===== src/hw/rtl/edc_pkg.sv =====
// ----------------------------------------------------------------------------
// edc_pkg: shared types and constants for the epoch-to-calendar converter
// Holds the split record passed from front to back, the scaled reciprocals
// used by the front splitter and the month length table.
// ----------------------------------------------------------------------------
package edc_pkg;

   // Record handed from the splitter to the calendar walker
   typedef struct packed {
      logic [15:0] days;
      logic [4:0]  hour;
      logic [5:0]  minute;
      logic [5:0]  second;
   } edc_split_type;

   localparam logic [16:0] SecsPerDay  = 17'd86400;
   localparam logic [11:0] SecsPerHour = 12'd3600;
   localparam logic [5:0]  SecsPerMin  = 6'd60;

   // Scaled reciprocals, exact over the operand ranges used by the splitter:
   // (count >> 7) / 675 as a product shifted by 35,
   // (tod >> 4) / 225 as a product shifted by 21,
   // (seconds of hour >> 2) / 15 as a product shifted by 14.
   localparam logic [25:0] DayRecip  = 26'd50903317;
   localparam logic [13:0] HourRecip = 14'd9321;
   localparam logic [10:0] MinRecip  = 11'd1093;

   localparam logic [11:0] EpochYear       = 12'd1970;
   localparam logic [6:0]  EpochYearMod100 = 7'd70;
   localparam logic [6:0]  LastYearMod100  = 7'd99;
   localparam logic [1:0]  EpochCentMod4   = 2'd3;   // century 19
   localparam logic [8:0]  DaysPerYear     = 9'd365;
   localparam logic [8:0]  DaysPerLeapYear = 9'd366;

   localparam logic [3:0] FebIndex    = 4'd1;
   localparam logic [3:0] LastMonth   = 4'd11;
   localparam logic [4:0] FebLeapDays = 5'd29;
   localparam logic [4:0] MonthLen [12] = '{5'd31, 5'd28, 5'd31, 5'd30, 5'd31, 5'd30,
                                            5'd31, 5'd31, 5'd30, 5'd31, 5'd30, 5'd31};

   function automatic logic [4:0] month_days(input logic [3:0] mon, input logic leap);
      logic [4:0] len;
      if (mon == FebIndex && leap) begin
         len = FebLeapDays;
      end else if (mon <= LastMonth) begin
         len = MonthLen[mon];
      end else begin
         len = MonthLen[0];
      end
      return len;
   endfunction

endpackage


===== src/hw/rtl/edc_front.sv =====
// ----------------------------------------------------------------------------
// edc_front: seconds splitter
// Splits the count into days, hours, minutes and seconds with scaled
// reciprocal products, one multiply or one multiply-and-subtract per cycle.
// ----------------------------------------------------------------------------
module edc_front
   import edc_pkg::*;
(
   input  logic          clock,
   input  logic          reset,
   input  logic          req_valid,
   output logic          req_ready,
   input  logic [31:0]   req_seconds_count,
   output logic          push_valid,
   input  logic          push_ready,
   output edc_split_type push_data
);

   localparam logic [2:0] FrIdle     = 3'd0;
   localparam logic [2:0] FrDays     = 3'd1;
   localparam logic [2:0] FrDaySecs  = 3'd2;
   localparam logic [2:0] FrHour     = 3'd3;
   localparam logic [2:0] FrHourSecs = 3'd4;
   localparam logic [2:0] FrMinute   = 3'd5;
   localparam logic [2:0] FrSecond   = 3'd6;
   localparam logic [2:0] FrPush     = 3'd7;

   logic [2:0]  state_ff, state_in;
   logic [31:0] count_ff, count_in;
   logic [15:0] days_ff, days_in;
   logic [16:0] tod_ff, tod_in;       // seconds of the day
   logic [4:0]  hour_ff, hour_in;
   logic [11:0] hrem_ff, hrem_in;     // seconds of the hour
   logic [5:0]  minute_ff, minute_in;
   logic [5:0]  second_ff, second_in;

   logic [50:0] day_prod;
   logic [16:0] day_secs;
   logic [25:0] hour_prod;
   logic [11:0] hour_secs;
   logic [19:0] minute_prod;
   logic [5:0]  minute_secs;

   assign day_prod    = 51'(count_ff[31:7]) * 51'(DayRecip);
   // remainders fit their width, so only the low product bits matter
   assign day_secs    = 17'(days_ff) * SecsPerDay;
   assign hour_prod   = 26'(tod_ff[16:4]) * 26'(HourRecip);
   assign hour_secs   = 12'(hour_ff) * SecsPerHour;
   assign minute_prod = 20'(hrem_ff[11:2]) * 20'(MinRecip);
   assign minute_secs = minute_ff * SecsPerMin;

   always_comb begin
      state_in  = state_ff;
      count_in  = count_ff;
      days_in   = days_ff;
      tod_in    = tod_ff;
      hour_in   = hour_ff;
      hrem_in   = hrem_ff;
      minute_in = minute_ff;
      second_in = second_ff;
      unique case (state_ff)
         FrIdle: begin
            if (req_valid) begin
               count_in = req_seconds_count;
               state_in = FrDays;
            end
         end
         FrDays: begin
            days_in  = day_prod[50:35];
            state_in = FrDaySecs;
         end
         FrDaySecs: begin
            tod_in   = count_ff[16:0] - day_secs;
            state_in = FrHour;
         end
         FrHour: begin
            hour_in  = hour_prod[25:21];
            state_in = FrHourSecs;
         end
         FrHourSecs: begin
            hrem_in  = tod_ff[11:0] - hour_secs;
            state_in = FrMinute;
         end
         FrMinute: begin
            minute_in = minute_prod[19:14];
            state_in  = FrSecond;
         end
         FrSecond: begin
            second_in = hrem_ff[5:0] - minute_secs;
            state_in  = FrPush;
         end
         FrPush: begin
            if (push_ready) begin
               state_in = FrIdle;
            end
         end
      endcase
   end

   always_ff @(posedge clock) begin
      if (reset) begin
         state_ff <= FrIdle;
      end else begin
         state_ff <= state_in;
      end
      count_ff  <= count_in;
      days_ff   <= days_in;
      tod_ff    <= tod_in;
      hour_ff   <= hour_in;
      hrem_ff   <= hrem_in;
      minute_ff <= minute_in;
      second_ff <= second_in;
   end

   assign req_ready        = state_ff == FrIdle;
   assign push_valid       = state_ff == FrPush;
   assign push_data.days   = days_ff;
   assign push_data.hour   = hour_ff;
   assign push_data.minute = minute_ff;
   assign push_data.second = second_ff;

endmodule


===== src/hw/rtl/edc_queue.sv =====
// ----------------------------------------------------------------------------
// edc_queue: two-entry queue between splitter and calendar walker
// Lets the splitter finish the next transaction while the walker is busy.
// ----------------------------------------------------------------------------
module edc_queue
   import edc_pkg::*;
(
   input  logic          clock,
   input  logic          reset,
   input  logic          push_valid,
   output logic          push_ready,
   input  edc_split_type push_data,
   output logic          pop_valid,
   input  logic          pop_ready,
   output edc_split_type pop_data
);

   edc_split_type entry_ff [2];
   logic          wr_ptr_ff, rd_ptr_ff;
   logic [1:0]    count_ff, count_in;
   logic          do_push, do_pop;

   assign push_ready = count_ff != 2'd2;
   assign pop_valid  = count_ff != 2'd0;
   assign pop_data   = entry_ff[rd_ptr_ff];
   assign do_push    = push_valid && push_ready;
   assign do_pop     = pop_valid && pop_ready;

   always_comb begin
      count_in = count_ff;
      if (do_push && !do_pop) begin
         count_in = count_ff + 2'd1;
      end else if (do_pop && !do_push) begin
         count_in = count_ff - 2'd1;
      end
   end

   always_ff @(posedge clock) begin
      if (reset) begin
         wr_ptr_ff <= 1'b0;
         rd_ptr_ff <= 1'b0;
         count_ff  <= '0;
      end else begin
         count_ff <= count_in;
         if (do_push) begin
            wr_ptr_ff <= !wr_ptr_ff;
         end
         if (do_pop) begin
            rd_ptr_ff <= !rd_ptr_ff;
         end
      end
      if (do_push) begin
         entry_ff[wr_ptr_ff] <= push_data;
      end
   end

endmodule


===== src/hw/rtl/edc_back.sv =====
// ----------------------------------------------------------------------------
// edc_back: calendar walker
// Walks whole years from the epoch, then whole months, one per cycle, and
// loads the date and time of day into the result register.
// ----------------------------------------------------------------------------
module edc_back
   import edc_pkg::*;
(
   input  logic          clock,
   input  logic          reset,
   input  logic          pop_valid,
   output logic          pop_ready,
   input  edc_split_type pop_data,
   output logic          rsp_valid,
   input  logic          rsp_ready,
   output logic [11:0]   rsp_year,
   output logic [3:0]    rsp_month,
   output logic [4:0]    rsp_day,
   output logic [4:0]    rsp_hour,
   output logic [5:0]    rsp_minute,
   output logic [5:0]    rsp_second
);

   localparam logic [1:0] BkIdle  = 2'd0;
   localparam logic [1:0] BkYear  = 2'd1;
   localparam logic [1:0] BkMonth = 2'd2;

   logic [1:0]  state_ff, state_in;
   logic [15:0] days_ff, days_in;
   logic [11:0] year_ff, year_in;
   logic [6:0]  ymod_ff, ymod_in;     // year mod 100
   logic [1:0]  cent_ff, cent_in;     // century mod 4
   logic [3:0]  mon_ff, mon_in;
   logic [4:0]  hour_ff, hour_in;
   logic [5:0]  minute_ff, minute_in;
   logic [5:0]  second_ff, second_in;

   logic        out_valid_ff, out_valid_in;
   logic [11:0] out_year_ff;
   logic [3:0]  out_month_ff;
   logic [4:0]  out_day_ff, out_hour_ff;
   logic [5:0]  out_minute_ff, out_second_ff;

   logic        leap, year_fits, mon_fits, out_free, load;
   logic [8:0]  year_len;
   logic [4:0]  mon_len;

   assign leap      = (year_ff[1:0] == 2'd0) && (ymod_ff != 7'd0 || cent_ff == 2'd0);
   assign year_len  = leap ? DaysPerLeapYear : DaysPerYear;
   assign year_fits = days_ff >= {7'd0, year_len};
   assign mon_len   = month_days(mon_ff, leap);
   assign mon_fits  = days_ff >= {11'd0, mon_len};
   assign out_free  = !out_valid_ff || rsp_ready;

   always_comb begin
      state_in  = state_ff;
      days_in   = days_ff;
      year_in   = year_ff;
      ymod_in   = ymod_ff;
      cent_in   = cent_ff;
      mon_in    = mon_ff;
      hour_in   = hour_ff;
      minute_in = minute_ff;
      second_in = second_ff;
      load      = 1'b0;
      unique case (state_ff)
         BkIdle: begin
            if (pop_valid) begin
               days_in   = pop_data.days;
               hour_in   = pop_data.hour;
               minute_in = pop_data.minute;
               second_in = pop_data.second;
               year_in   = EpochYear;
               ymod_in   = EpochYearMod100;
               cent_in   = EpochCentMod4;
               state_in  = BkYear;
            end
         end
         BkYear: begin
            if (year_fits) begin
               days_in = days_ff - {7'd0, year_len};
               year_in = year_ff + 12'd1;
               if (ymod_ff == LastYearMod100) begin
                  ymod_in = '0;
                  cent_in = cent_ff + 2'd1;
               end else begin
                  ymod_in = ymod_ff + 7'd1;
               end
            end else begin
               mon_in   = '0;
               state_in = BkMonth;
            end
         end
         BkMonth: begin
            if (mon_ff != LastMonth && mon_fits) begin
               days_in = days_ff - {11'd0, mon_len};
               mon_in  = mon_ff + 4'd1;
            end else if (out_free) begin
               // hold here until the result register frees up
               load     = 1'b1;
               state_in = BkIdle;
            end
         end
         default: begin
            state_in = BkIdle;
         end
      endcase
   end

   always_comb begin
      out_valid_in = out_valid_ff;
      if (load) begin
         out_valid_in = 1'b1;
      end else if (rsp_ready) begin
         out_valid_in = 1'b0;
      end
   end

   always_ff @(posedge clock) begin
      if (reset) begin
         state_ff     <= BkIdle;
         out_valid_ff <= 1'b0;
      end else begin
         state_ff     <= state_in;
         out_valid_ff <= out_valid_in;
      end
      days_ff   <= days_in;
      year_ff   <= year_in;
      ymod_ff   <= ymod_in;
      cent_ff   <= cent_in;
      mon_ff    <= mon_in;
      hour_ff   <= hour_in;
      minute_ff <= minute_in;
      second_ff <= second_in;
      if (load) begin
         out_year_ff   <= year_ff;
         out_month_ff  <= mon_ff + 4'd1;
         out_day_ff    <= days_ff[4:0] + 5'd1;
         out_hour_ff   <= hour_ff;
         out_minute_ff <= minute_ff;
         out_second_ff <= second_ff;
      end
   end

   assign pop_ready  = state_ff == BkIdle;
   assign rsp_valid  = out_valid_ff;
   assign rsp_year   = out_year_ff;
   assign rsp_month  = out_month_ff;
   assign rsp_day    = out_day_ff;
   assign rsp_hour   = out_hour_ff;
   assign rsp_minute = out_minute_ff;
   assign rsp_second = out_second_ff;

endmodule


===== src/hw/rtl/epoch_seconds_to_calendar_date.sv =====
// ----------------------------------------------------------------------------
// epoch_seconds_to_calendar_date: seconds since 1970 to Gregorian date and time
// Converts an unsigned 32-bit epoch count into year, month, day, hour, minute
// and second.
// ----------------------------------------------------------------------------
// Usage:
//   req_* carries one 32-bit seconds count per transaction (valid/ready).
//   rsp_* returns one date per transaction, in order (valid/ready).
// Sequence: the splitter runs six multiply steps, one per cycle, then a
//   hand-off; the record passes through the queue; the walker then steps
//   one whole year past 1970 per cycle (0..136), one whole month per cycle
//   (0..11), and then loads and returns the result.
// Throughput: the walker's one-year-per-cycle loop sets the rate; the
//   splitter takes a new count only once it has handed off its last record.
// A two-entry queue sits between splitter and walker, so the splitter takes a
//   new count while the walker or the result register is busy.
// When rsp_ready is low the result holds in its register and the walker waits
//   with the next date; the queue and then req_ready back up behind it.
// Reset (synchronous) empties the queue and drops any pending result.
// ----------------------------------------------------------------------------
module epoch_seconds_to_calendar_date
   import edc_pkg::*;
(
   input  logic        clock,
   input  logic        reset,
   input  logic        req_valid,
   output logic        req_ready,
   input  logic [31:0] req_seconds_count,
   output logic        rsp_valid,
   input  logic        rsp_ready,
   output logic [11:0] rsp_year,
   output logic [3:0]  rsp_month,
   output logic [4:0]  rsp_day,
   output logic [4:0]  rsp_hour,
   output logic [5:0]  rsp_minute,
   output logic [5:0]  rsp_second
);

   logic          q_push_valid, q_push_ready;
   logic          q_pop_valid, q_pop_ready;
   edc_split_type q_push_data, q_pop_data;

   edc_front u_front (
      .clock             (clock),
      .reset             (reset),
      .req_valid         (req_valid),
      .req_ready         (req_ready),
      .req_seconds_count (req_seconds_count),
      .push_valid        (q_push_valid),
      .push_ready        (q_push_ready),
      .push_data         (q_push_data)
   );

   edc_queue u_queue (
      .clock      (clock),
      .reset      (reset),
      .push_valid (q_push_valid),
      .push_ready (q_push_ready),
      .push_data  (q_push_data),
      .pop_valid  (q_pop_valid),
      .pop_ready  (q_pop_ready),
      .pop_data   (q_pop_data)
   );

   edc_back u_back (
      .clock      (clock),
      .reset      (reset),
      .pop_valid  (q_pop_valid),
      .pop_ready  (q_pop_ready),
      .pop_data   (q_pop_data),
      .rsp_valid  (rsp_valid),
      .rsp_ready  (rsp_ready),
      .rsp_year   (rsp_year),
      .rsp_month  (rsp_month),
      .rsp_day    (rsp_day),
      .rsp_hour   (rsp_hour),
      .rsp_minute (rsp_minute),
      .rsp_second (rsp_second)
   );

`ifndef SYNTHESIS
   a_front_busy: assert property (@(posedge clock) disable iff (reset)
      req_valid && req_ready |=> !req_ready)
      else $error("splitter accepted a transaction while dividing");

   a_front_hold: assert property (@(posedge clock) disable iff (reset)
      q_push_valid && !q_push_ready |=> q_push_valid && $stable(q_push_data))
      else $error("splitter dropped a split record while the queue was full");

   a_back_busy: assert property (@(posedge clock) disable iff (reset)
      q_pop_valid && q_pop_ready |=> !q_pop_ready)
      else $error("walker took a second record while walking");

   a_rsp_range: assert property (@(posedge clock) disable iff (reset)
      rsp_valid |-> rsp_year >= 12'd1970 && rsp_year <= 12'd2106 && rsp_month >= 4'd1
         && rsp_month <= 4'd12 && rsp_day >= 5'd1 && rsp_hour <= 5'd23
         && rsp_minute <= 6'd59 && rsp_second <= 6'd59)
      else $error("result field out of calendar range");
`endif

endmodule


===== config.mk =====
export PLATFORM = sky130hd
export DESIGN_NAME = epoch_seconds_to_calendar_date
export DESIGN_NICKNAME = d
export VERILOG_FILES = /design/src/hw/rtl/edc_pkg.sv /design/src/hw/rtl/edc_front.sv /design/src/hw/rtl/edc_queue.sv /design/src/hw/rtl/edc_back.sv /design/src/hw/rtl/epoch_seconds_to_calendar_date.sv
export SDC_FILE = /design/constraint.sdc
export NUM_CORES = 1
export LEC_CHECK = 0
export BUFFER_PORTS_ARGS = -buffer_cell sky130_fd_sc_hd__buf_2
export CORE_AREA = 2 2 237 239
export CTS_CLUSTER_SIZE = 20
export DETAILED_ROUTE_END_ITERATION = 10
export DIE_AREA = 0 0 239 241
export GPL_ROUTABILITY_DRIVEN = 0
export GPL_TIMING_DRIVEN = 0
export PLACE_DENSITY_LB_ADDON = 0.1
export SETUP_SLACK_MARGIN = 0.1
export SKIP_LAST_GASP = 1
export SLEW_MARGIN = 25
export SYNTH_ARGS = -nofsm -noshare
export SYNTH_HDL_FRONTEND = slang
export SYNTH_SLANG_ARGS = --single-unit

===== constraint.sdc =====
create_clock -name clock -period 12.1 [get_ports clock]
set_input_delay 1.21 -clock clock [delete_from_list [all_inputs] [get_ports clock]]
set_output_delay 1.21 -clock clock [all_outputs]
set_load 0.01 [all_outputs]

# After elaboration in Yosys (flattened, before gate mapping)

Memories as Yosys holds them, arrays and structs flattened. A register that Yosys moved wholly into a read port is not among the register bits.
Cells that the tools add are included.

Input bits: 36
Flip-flop bits (word level): 200
Output and inout port bits: 40
ROM bits: 80
Logic and storage cells: 149
Memories: 2
Memory bits (writable): 66

Reduce and logical (&&, ||, !) cells: 33
Mux-type cells: 42
Bitwise gates (word level): 1
Eq/ne operators: 22
$lt $le $gt $ge: 4
Add/subtract/negate cells: 12
Multipliers: 6

Memories:

| memory           | words | bits a word | read ports | clocked after Yosys merged registers in | wr ports | RTL line        | RTL |
|---|---|---|---|---|---|---|---|
| (name not given) | 16    | 5           | 1          | 0                                       | 0        | edc_pkg.sv:46   | `len = MonthLen[mon];` |
| u_queue.entry_ff | 2     | 33          | 1          | 1                                       | 1        | edc_queue.sv:18 | `edc_split_type entry_ff [2];` |

Operators with widths:

| operator                                               | count |
|---|---|
| multiplier 25 x 26 -> 51 bit (second input constant)   | 1 |
| two-way mux 16 bit                                     | 3 |
| one-hot mux 16 bit (3 select lines)                    | 1 |
| multiplier 13 x 14 -> 26 bit (second input constant)   | 1 |
| two-way mux 12 bit                                     | 2 |
| one-hot mux 12 bit (2 select lines)                    | 1 |
| one-hot mux 3 bit (8 select lines)                     | 1 |
| two-way mux 7 bit                                      | 3 |
| multiplier 10 x 11 -> 20 bit (second input constant)   | 1 |
| two-way mux 2 bit                                      | 10 |
| two-way mux 5 bit                                      | 4 |
| subtractor 17 bit                                      | 1 |
| greater-or-equal comparator 16 x 5 -> 1 bit            | 1 |
| greater-or-equal comparator 16 x 9 -> 1 bit            | 1 |
| multiplier 16 x 10 -> 10 bit (second input constant)   | 1 |
| subtractor 16 x 5 -> 16 bit                            | 1 |
| subtractor 16 x 9 -> 16 bit                            | 1 |
| one-hot mux 7 bit (2 select lines)                     | 1 |
| adder 12 x 1 -> 12 bit (second input constant)         | 1 |
| equality test 3 bit (second input constant)            | 4 |
| AND reduction 4 bit                                    | 3 |
| subtractor 12 bit                                      | 1 |
| inequality test 2 x 1 -> 1 bit (second input constant) | 5 |
| inequality test 2 bit (second input constant)          | 5 |
| other kinds (34)                                       | 66 |

# Logic depth before layout (Yosys ltp)

Word-level depth: 11
Gate-level depth with buffers: 25
Mapped depth without buffers: 25

# By module

A second synthesis with hierarchy kept.

Cell total of the unflattened synthesis: 2193
Area total of the unflattened synthesis: 24932.7 sq um

Modules (own cells, without submodules):

| module    | seq. area each (sq um) | cells an instance | instances | area an instance (sq um) |
|---|---|---|---|---|
| edc_front | 2882.8                 | 1661              | 1         | 17503.0 |
| edc_back  | 2942.8                 | 405               | 1         | 4833.4 |
| edc_queue | 2082.0                 | 127               | 1         | 2596.2 |

# Least setup slack after synthesis

OpenSTA, ideal clock, no wires.

Kind: register to register
Start point: register u_front.count_ff[20]
End point: register u_front.days_ff[10] (data pin)
Library setup time: 0.258 ns
Cell stages (with the launch flop): 21
Required time: 11.842 ns
Data arrival time: 5.965 ns
Clock period less this slack: 6.224 ns
Buffers on the path: 0
Slack: 5.876 ns
Cells stage by stage: edfxtp_1 fa_1 inv_1 fa_1 inv_1 ha_1 fa_1 fa_1 fa_1 inv_1 fa_1 inv_1 ha_1 nand4_2 or2_1 a21o_1 nor4_2 a21oi_1 o41a_1 a311o_1 xnor2_1

Word-level cells in the longest chain between the ends: 1

RTL lines:

| what                           | RTL line         | RTL |
|---|---|---|
| start, declared                | edc_front.sv:29  | `logic [31:0] count_ff, count_in;` |
| start signal, assigned         | edc_front.sv:106 | `count_ff <= count_in;` |
| multiplier 25 x 26 -> 51 bit   | edc_front.sv:44  | `assign day_prod = 51'(count_ff[31:7]) * 51'(DayRecip);` |
| named net u_front.day_prod[45] | edc_front.sv:37  | `logic [50:0] day_prod;` |
| end signal, assigned           | edc_front.sv:107 | `days_ff <= days_in;` |
| end, declared                  | edc_front.sv:30  | `logic [15:0] days_ff, days_in;` |

The timed path passes the listed nets, and every way through them passes these cells.
A chain may end at the register's enable or synchronous reset.

# Final worst setup path

Start point: register u_front.count_ff[12]
End point: register u_front.days_ff[14] (data pin)

Same word-level chain as after synthesis.

==> results.md <==
- Post-route DRC: 0
- Postcts setup bufs: 0
- GRT overflow: 0
- Post-Syn Area per Cell: 11.37 um^2
- Synth top area share: 31.37%
- Die X: 239 um
- Crit-path max FO: 12
- Slew headroom: 39.21%
- Final setup viols: 0
- Setup CP Type: reg2reg
- Final hold violation count: 0
- CP cell instances: inv_1 -> ha_1 -> inv_1 -> fa_1 -> ha_1 -> inv_1 -> fa_1 -> inv_1 -> fa_1 -> fa_1 -> inv_1 -> fa_1 -> inv_1 -> ha_1 -> nand2_1 -> nor3_1 -> a32oi_1 -> a31oi_1 -> o211ai_1 -> a21oi_1 -> nor3_1 -> o21bai_1 -> xor2_1
- Maximum capacitance violations: 0
- Ys flop type: edfxtp_1
- Rows: 86
- Min Clock Period, post-route: 7.490 ns
- Synthesized flop and latch total: 267
- Worst hold slack: 0.4152 ns
- Worst-margin pin slew: 0.9119 ns
- HPWL Detailed: 41.32 mm
- IO buf count: 75
- 1st-pass router iterations: 5
- Post-synth EDFFs: 256
- Cell mode on critical path: inv_1
- H-tree levels: 1
- PostCTS Resize Cnt: 0
- CTS buffer count: 30
- CP Launch Type: flop
- Final wirelength: 50.33 mm
- Status: complete, no violations
- Largest stage delay, worst path: 0.94 ns
- Slew Limit Fails: 0
- Leading area contributor after synthesis: edfxtp_1
- Slowest-stage cell, CP: edfxtp_1
- DIE AREA: 0.05760 mm^2
- Setup repair after global routing missed its margin: false
- Syn. warnings: 0
- Final setup TNS: 0 ns
- Initial Util: 44.65%
- CTS Root Cell: clkbuf_16
- CTS hold repair buffers: 0
- Dpl cell area: 0.02596 mm^2
- Top Ports: 76
- Mapped cell area: 0.02450 mm^2
- Initial antenna violation count: 0
- Synth Net Count: 2895
- Worst hold path class: reg2reg
- Area delta synth->final: 10.25%
- Post-Syn Instances: 2156
- Per-cell routed wire length: 16.75 um
- CP Launch Point: u_front.count_ff[12]
- Die height: 241 um
- Gr usage total: 18.39%
- N_diodes: 0
- CTS tree: done
- Vias in the first global route: 15739
- Initial DRC count: 490
- Final ANT Viol Nets: 0
- Synth cell types: 65
- CP required: 12.45 ns
- Core area: 0.05488 mm^2
- First-pass GRT wire length: 82.62 mm
- Worst-skew pair later-pin latency: 0.60 ns
- HP Start: u_back.second_ff[1]
- Clock Skew: 0.01198 ns
- Vias: 14877
- Layout net count: 3015
- Top cells by area, synth: edfxtp_1 31%, ha_1 24%, fa_1 19%
- Reg clk slew, reported paths: 0.06 ns
- Layout cells sized above 1: 7.435%
- Max Clock Freq: 133.5 MHz
- Finished Cell Area: 0.02701 mm^2
- Clock buffer depth: 3
- Type of destination of the critical path: flop
- Largest net degree at the start of global routing: 25
- WP data arrival: 7.84 ns
- Fin crit share: 61.90%
- Asr flop ratio synth: 0%
- Worst R2R Start: u_front.count_ff[12]
- Routed vias/inst: 4.952
- Clk sink count: 267
- Sequential fraction of the synthesis area: 32.27%
[per-layer routing]
| metal | up-vias | routed length [um] | GRT usage, % |
|---|---|---|---|
| li1 | 7408 | - | - |
| met1 | 7204 | 22240 | 23.01 |
| met2 | 202 | 25110 | 33.45 |
| met3 | 63 | 1466 | 2.219 |
| met4 | 0 | 1515 | 5.152 |
| met5 | - | 0 | 0 |
[worst paths after layout]
kind,to,slack (ns),cells past startpoint
max,u_front.days_ff[14],4.61,23
min,u_back.rsp_second[1],0.42,0
max reg2reg,u_front.days_ff[14],4.61,23
min reg2reg,u_back.rsp_second[1],0.42,0
[critical path, delay by kind of cell, from the launching register on]
family	cells	cell delay, ns
buf+inv	6	0.66
flops	1	0.94
compound gates	5	1.38
fa+ha+maj	8	3.50
xor+xnor	1	0.14
simple gates	3	0.60
[cells in the final DEF (no fill, tap or decap), drive strengths merged, types with 5 or more instances in the layout]
cell and count:
a211oi 17, a21o 32, a21oi 77, a22oi 9, a31oi 10, and2 11, and3 6, buf 89
clkbuf 64, clkinv 10, dfxtp 11, edfxtp 256, fa 228, ha 475, inv 508, mux2 17
mux2i 8, nand2 67, nand2b 16, nand3 23, nand4 8, nor2 85, nor2b 18, nor3 22
nor3b 5, o211ai 5, o21a 13, o21ai 49, o21bai 8, xnor2 62, xor2 37
[through the flow]
stage	setup WS [ns]	cells	util (%)
3_3_place_gp	4.738	2935	46.94
3_5_place_dp	4.681	2948	47.30
6_report	4.610	3004	49.23
4_1_cts	4.650	3004	49.23
2_1_floorplan	5.876	2156	-
5_1_grt	4.338	3004	49.23
[logic make-up (layout without fill, tap and decap cells)]
group                    count (synthesis)  after routing  synth area share (%)
AO/OA/AOI/OAI                          254            254                 6.623
XOR/XNOR                                99             99                 3.539
adder cells (fa/ha/maj)                703            703                 42.88
buffers and inverters                  531            675                 8.134
flip-flops                             267            267                 32.27
multiplexers                            25             25                 1.108
AND/OR/NAND/NOR                        277            277                 5.443
[area by class of cell]
cell class | count | area [um^2]
Timing Repair Buffer | 88 | 536.8
Fill cell | 5026 | 27860
Inverter | 507 | 1903
Clock buffer | 41 | 842.1
Buffer | 24 | 90.09
Clock inverter | 15 | 214.0
Sequential cell | 267 | 7908
Tap cell | 704 | 880.8
Multi-Input combinational cell | 1358 | 14640
[state kept, by name, indices dropped and copies added, names as in the netlist, 5 cells and up, named ones only]
register and cells:
u_back.rsp_minute 6, u_front.hour_ff 5, u_back.minute_ff 6, u_back.rsp_second 6, u_front.days_ff 16, u_front.hrem_ff 12, u_queue.entry_ff 66, u_front.minute_ff 6
u_back.days_ff 16, u_front.tod_ff 17, u_back.hour_ff 5, u_back.year_ff 12, u_back.ymod_ff 7, u_front.second_ff 6, u_back.rsp_hour 5, u_back.rsp_day 5
u_back.second_ff 6, u_back.rsp_year 12, u_front.count_ff 32
[cell usage after synthesis (all sizes together), types with 3 or more instances]
| library cell | instances |
|---|---|
| a221oi | 3 |
| mux2 | 17 |
| ha | 475 |
| nand2 | 67 |
| mux2i | 8 |
| a21oi | 77 |
| and2 | 11 |
| o21a | 13 |
| nor3 | 22 |
| a211o | 3 |
| xor2 | 37 |
| nor2 | 85 |
| dfxtp | 11 |
| clkbuf | 23 |
| a22oi | 9 |
| o22ai | 4 |
| or3 | 4 |
| and3 | 6 |
| nor2b | 18 |
| nand2b | 16 |
| nand3 | 23 |
| xnor2 | 62 |
| o211ai | 5 |
| o21ai | 49 |
| a31oi | 10 |
| a32oi | 4 |
| fa | 228 |
| inv | 505 |
| a21boi | 3 |
| nand4 | 8 |
| nor3b | 5 |
| edfxtp | 256 |
| o21bai | 8 |
| a211oi | 17 |
| a21o | 32 |
Power is not shown: default switching activity piles up to over one toggle a cycle in this logic, so the estimate is an artifact.
